[src/rtl/core/lpht_pkg.sv]
// ============================================================================
// lpht_pkg
// Shared widths, codes and control structs of the linear-probe hash table.
// ============================================================================
package lpht_pkg;

   localparam int CAPACITY_DEFAULT = 64;

   localparam int OP_W     = 2;
   localparam int KEY_W    = 32;
   localparam int HASH_W   = 32;
   localparam int VALUE_W  = 32;
   localparam int MARK_W   = 2;
   localparam int COUNT_W  = 7;

   // hash reduction works one hex digit per cycle
   localparam int DIGIT_W  = 4;
   localparam int DIGITS   = HASH_W / DIGIT_W;

   localparam logic [OP_W-1:0] OP_INSERT = 2'd0;
   localparam logic [OP_W-1:0] OP_GET    = 2'd1;
   localparam logic [OP_W-1:0] OP_DROP   = 2'd2;

   localparam logic [MARK_W-1:0] MARK_EMPTY = 2'd0;
   localparam logic [MARK_W-1:0] MARK_LIVE  = 2'd1;
   localparam logic [MARK_W-1:0] MARK_TOMB  = 2'd2;

   localparam int CSR_ADDR_W = 3;
   localparam int CSR_DATA_W = 32;
   localparam logic [CSR_ADDR_W-3:0] REG_MAX_ENTRIES = 1'd0;
   localparam logic [COUNT_W-1:0] MAX_ENTRIES_RESET = 7'd48;

   typedef struct packed {
      logic [MARK_W-1:0]  mark;
      logic [KEY_W-1:0]   key;
      logic [VALUE_W-1:0] value;
   } slot_word_type;

   // controller -> datapath
   typedef struct packed {
      logic clear_step;
      logic accept;
      logic probe_first;
      logic probe_step;
      logic finish;
   } cmd_type;

   // datapath -> controller
   typedef struct packed {
      logic clear_last;
      logic slot_ready;
      logic probe_done;
   } status_type;

endpackage

[src/rtl/core/lpht_ctrl.sv]
// ============================================================================
// lpht_ctrl
// Sequencer: clearing pass, hash reduction wait, probe walk, completion.
// ============================================================================
module lpht_ctrl
   import lpht_pkg::*;
(
   input  logic       clock,
   input  logic       reset,
   input  logic       start,
   input  status_type status,
   output cmd_type    cmd,
   output logic       busy,
   output logic       rsp_valid
);

   localparam int ST_W = 3;
   localparam logic [ST_W-1:0] ST_CLEAR  = 3'd0;
   localparam logic [ST_W-1:0] ST_IDLE   = 3'd1;
   localparam logic [ST_W-1:0] ST_HASH   = 3'd2;
   localparam logic [ST_W-1:0] ST_PROBE  = 3'd3;
   localparam logic [ST_W-1:0] ST_FINISH = 3'd4;

   logic [ST_W-1:0] state_ff, state_in;

   always_comb begin
      state_in = state_ff;
      cmd      = '0;
      unique case (state_ff)
         ST_CLEAR: begin
            cmd.clear_step = 1'b1;
            if (status.clear_last) begin
               state_in = ST_IDLE;
            end
         end
         ST_IDLE: begin
            if (start) begin
               cmd.accept = 1'b1;
               state_in   = ST_HASH;
            end
         end
         ST_HASH: begin
            if (status.slot_ready) begin
               cmd.probe_first = 1'b1;
               state_in        = ST_PROBE;
            end
         end
         ST_PROBE: begin
            cmd.probe_step = 1'b1;
            if (status.probe_done) begin
               state_in = ST_FINISH;
            end
         end
         ST_FINISH: begin
            cmd.finish = 1'b1;
            state_in   = ST_IDLE;
         end
         default: begin
            state_in = ST_IDLE;
         end
      endcase
   end

   always_ff @(posedge clock) begin
      if (reset) begin
         state_ff <= ST_CLEAR;
      end else begin
         state_ff <= state_in;
      end
   end

   assign busy      = (state_ff != ST_IDLE);
   assign rsp_valid = (state_ff == ST_FINISH);

endmodule
[config.mk]
export PLATFORM = sky130hd
export DESIGN_NAME = lpht_ctrl
export DESIGN_NICKNAME = d
export VERILOG_FILES = /design/src/rtl/core/lpht_pkg.sv /design/src/rtl/core/lpht_ctrl.sv
export SDC_FILE = /design/constraint.sdc
export NUM_CORES = 1
export LEC_CHECK = 0
export BUFFER_PORTS_ARGS = -buffer_cell sky130_fd_sc_hd__buf_2
export CELL_PAD_IN_SITES_DETAIL_PLACEMENT = 1
export CELL_PAD_IN_SITES_GLOBAL_PLACEMENT = 1
export CORE_AREA = 3 3 40 42
export CTS_BUF_LIST = sky130_fd_sc_hd__clkbuf_8
export CTS_CLUSTER_SIZE = 12
export DETAILED_ROUTE_END_ITERATION = 6
export DIE_AREA = 0 0 43 45
export HOLD_SLACK_MARGIN = 0.15
export PLACE_DENSITY_LB_ADDON = 0.25
export SYNTH_ARGS = -nofsm -noshare
export SYNTH_HDL_FRONTEND = slang
export SYNTH_SLANG_ARGS = --single-unit
[constraint.sdc]
create_clock -name clock -period 0.9 [get_ports clock]
set_input_delay 0.135 -clock clock [delete_from_list [all_inputs] [get_ports clock]]
set_output_delay 0.135 -clock clock [all_outputs]
set_load 0.005 [all_outputs]
==> flow_summary.ini <==
[status]
status = complete, but fails checks
violations = negative setup slack

[worst_setup_path]
cp.arrival_ps = 1020
crit_required_ps = 760
crit_path_end_kind = output port
crit_fanout = 4
cp-start-kind = flip-flop
worstSetupPathType = reg -> out

[yosys]
synth_edf_count = 0
syn-instance-count = 22
synth_top_area_cell = dfxtp_1
synth.most_common_cell = dfxtp_1
ys_ff_latch = 3
synthArstFlopShare_pct = 0
synth_commonest_cells = dfxtp_1, and3b_2, nand2_2, nor3_1
synth_top_area_share_pct = 29.09
synth.distinct_cells = 17
synth_area_um2 = 206.4
syn_nets = 28
synth-warning-count = 0
ys.flop_type = dfxtp_1
syn_avg_cell_area_um2 = 9.384
synth.area.top_cells = dfxtp_1, and3b_2, a221oi_2
ys_seq_area_share_pct = 29.09

[layout]
fin_nets = 53
regArea_um2 = 71.32
largest-register = state_ff
final.fill_count = 143
antennaDiodeCount = 0
multiInputGateArea_um2 = 172.7
stdcell_area_um2 = 485.5
drive_gt1_share_pct = 91.30
syn2layout_area_growth_pct = 135.2
top_regs = state_ff x3
largest_register_ffs = 3
final_core_util_pct = 37.78
layout.cells.non_filler = 61

[floorplanning]
die_x_um = 43
ios = 13
core-area_mm2 = 0.001285
dieArea_mm2 = 0.001935
die_h_um = 45
rows = 13
start_util_pct = 16.07

[timing]
fin_skew_ps = 0.5015
worstMarginPinSlew_ps = 182.7
finalHoldViolations = 0
setup_viol = 9
max_freq_mhz = 867.0
slew_headroom_pct = 87.82
min_period_over_period_pct = 128.2
slew_violations = 0
rsz0062_at_grt = yes
layout_setup_ws_ps = -253.4
period_needed_ps = 1153

[global_route]
gr-total-overflow = 0
track_usage_pct = 7.564
grt_pass1_vias = 280
grt_pass1_wl_um = 1069
grt_max_degree = 7
antenna_found_initial = 0

[routing]
vias = 244
drc = 0
wl_um = 651
ant_nets = 0
dr.pass1.iters = 1
vias_per_cell = 4.000
first_iter_violations = 0
wl_per_cell_um = 10.67

[place]
placed_area_um2 = 309.0
io_buffers = 12
finalWeightedCongestion = 0.6348
dp.cells = 52
dp_hpwl_um = 490.2

[cts]
cts_sinks = 3
cts-root-buf = clkbuf_8
cts_tree = yes
cts_max_level = 1
cts_buffers = 3
cts_max_path_buffers = 2
worstSkewPairLatency_ps = 210
clk_pin_slew_ps = 30

[power]
p_leak_nw = 0.2230
power_density_mw_per_mm2 = 1561
vdd_drop_max_mv = 0.7109

[run]
cap_violations = 0

[hold_path]
holdCritPathClass = in -> reg
-- kinds of logic after synthesis --
logic type,Yosys count,synth area share [%]
DFF,3,29.09
and+or+nand+nor,13,45.45
buffers and inverters,2,9.092
AOI/OAI and AO/OA,4,16.36
-- routing by layer --
layer  share of wire [%]  routed length (µm)  GRT usage, %  vias up
met5                   0                   0             0        -
met4                   0                   0         7.229        0
met3                 5.2                  34         1.992        0
met2                  60                 393         14.07        6
met1                  34                 222         6.475      113
li1                    -                   -             -      125
-- area by class of cell --
cell class / count / area share (%)
clock buffer: 3 / 8.505
clock inverter: 1 / 0.7732
multi-input combinational: 17 / 35.57
sequential: 3 / 14.69
tap: 15 / 3.866
timing repair buffer: 22 / 36.60
-- worst max-delay path, stage by stage, from the launching register on --
cell	delay (ps)
dfxtp_4	360
nor2b_4	160
and3b_2	190
buf_6	90
-- cells in the final DEF, fill, tap and decap left out, types with 2 or more instances in the layout --
cell,synthesis,final
clkbuf_8,0,3
and3b_2,2,2
buf_4,1,5
buf_2,0,8
buf_6,1,8
dfxtp_4,0,3
nand2_2,2,2
-- per-stage QoR --
stage / power [mW] / worst slack [ps] / setup TNS (ps) / hold slack, ps
after global routing: 0.7971 / -290.4 / -2143 / 221.9
after CTS: 0.7290 / -258.5 / -1767 / 204.2
after floorplan: 0.2311 / -4.178 / -4.178 / 201.2
final: 0.7576 / -253.4 / -1714 / 206.3
after global placement: 0.2921 / -123.3 / -531.5 / 354.4
after detailed placement: 0.2966 / -129.7 / -737.7 / 351.8
-- timing repair --
item                       in CTS  in global routing
setup buffers                   2                  2
cloned                          0                  0
setup endpoints to repair       9                  9
hold buffers                    1                  0
hold endpoints to repair        3                  0
gates resized for setup        11                 13
pin swaps                       3                  4
-- power by group --
group / internal [mW] / switching (mW)
combinational: 0.138 / 0.0817
clock: 0.290 / 0.0886
sequential: 0.142 / 0.0166
-- worst paths after layout --
kind / startpoint / endpoint / slack (ps) / cells after the start
hold reg to reg: state_ff[2] / state_ff[1] / 480 / 1
setup reg to reg: state_ff[2] / state_ff[0] / -140 / 4
setup / recovery: state_ff[1] / cmd[2] / -250 / 3
hold / removal: status[0] / state_ff[2] / 210 / 3
No activity file was read; power rests on OpenSTA's default activity.
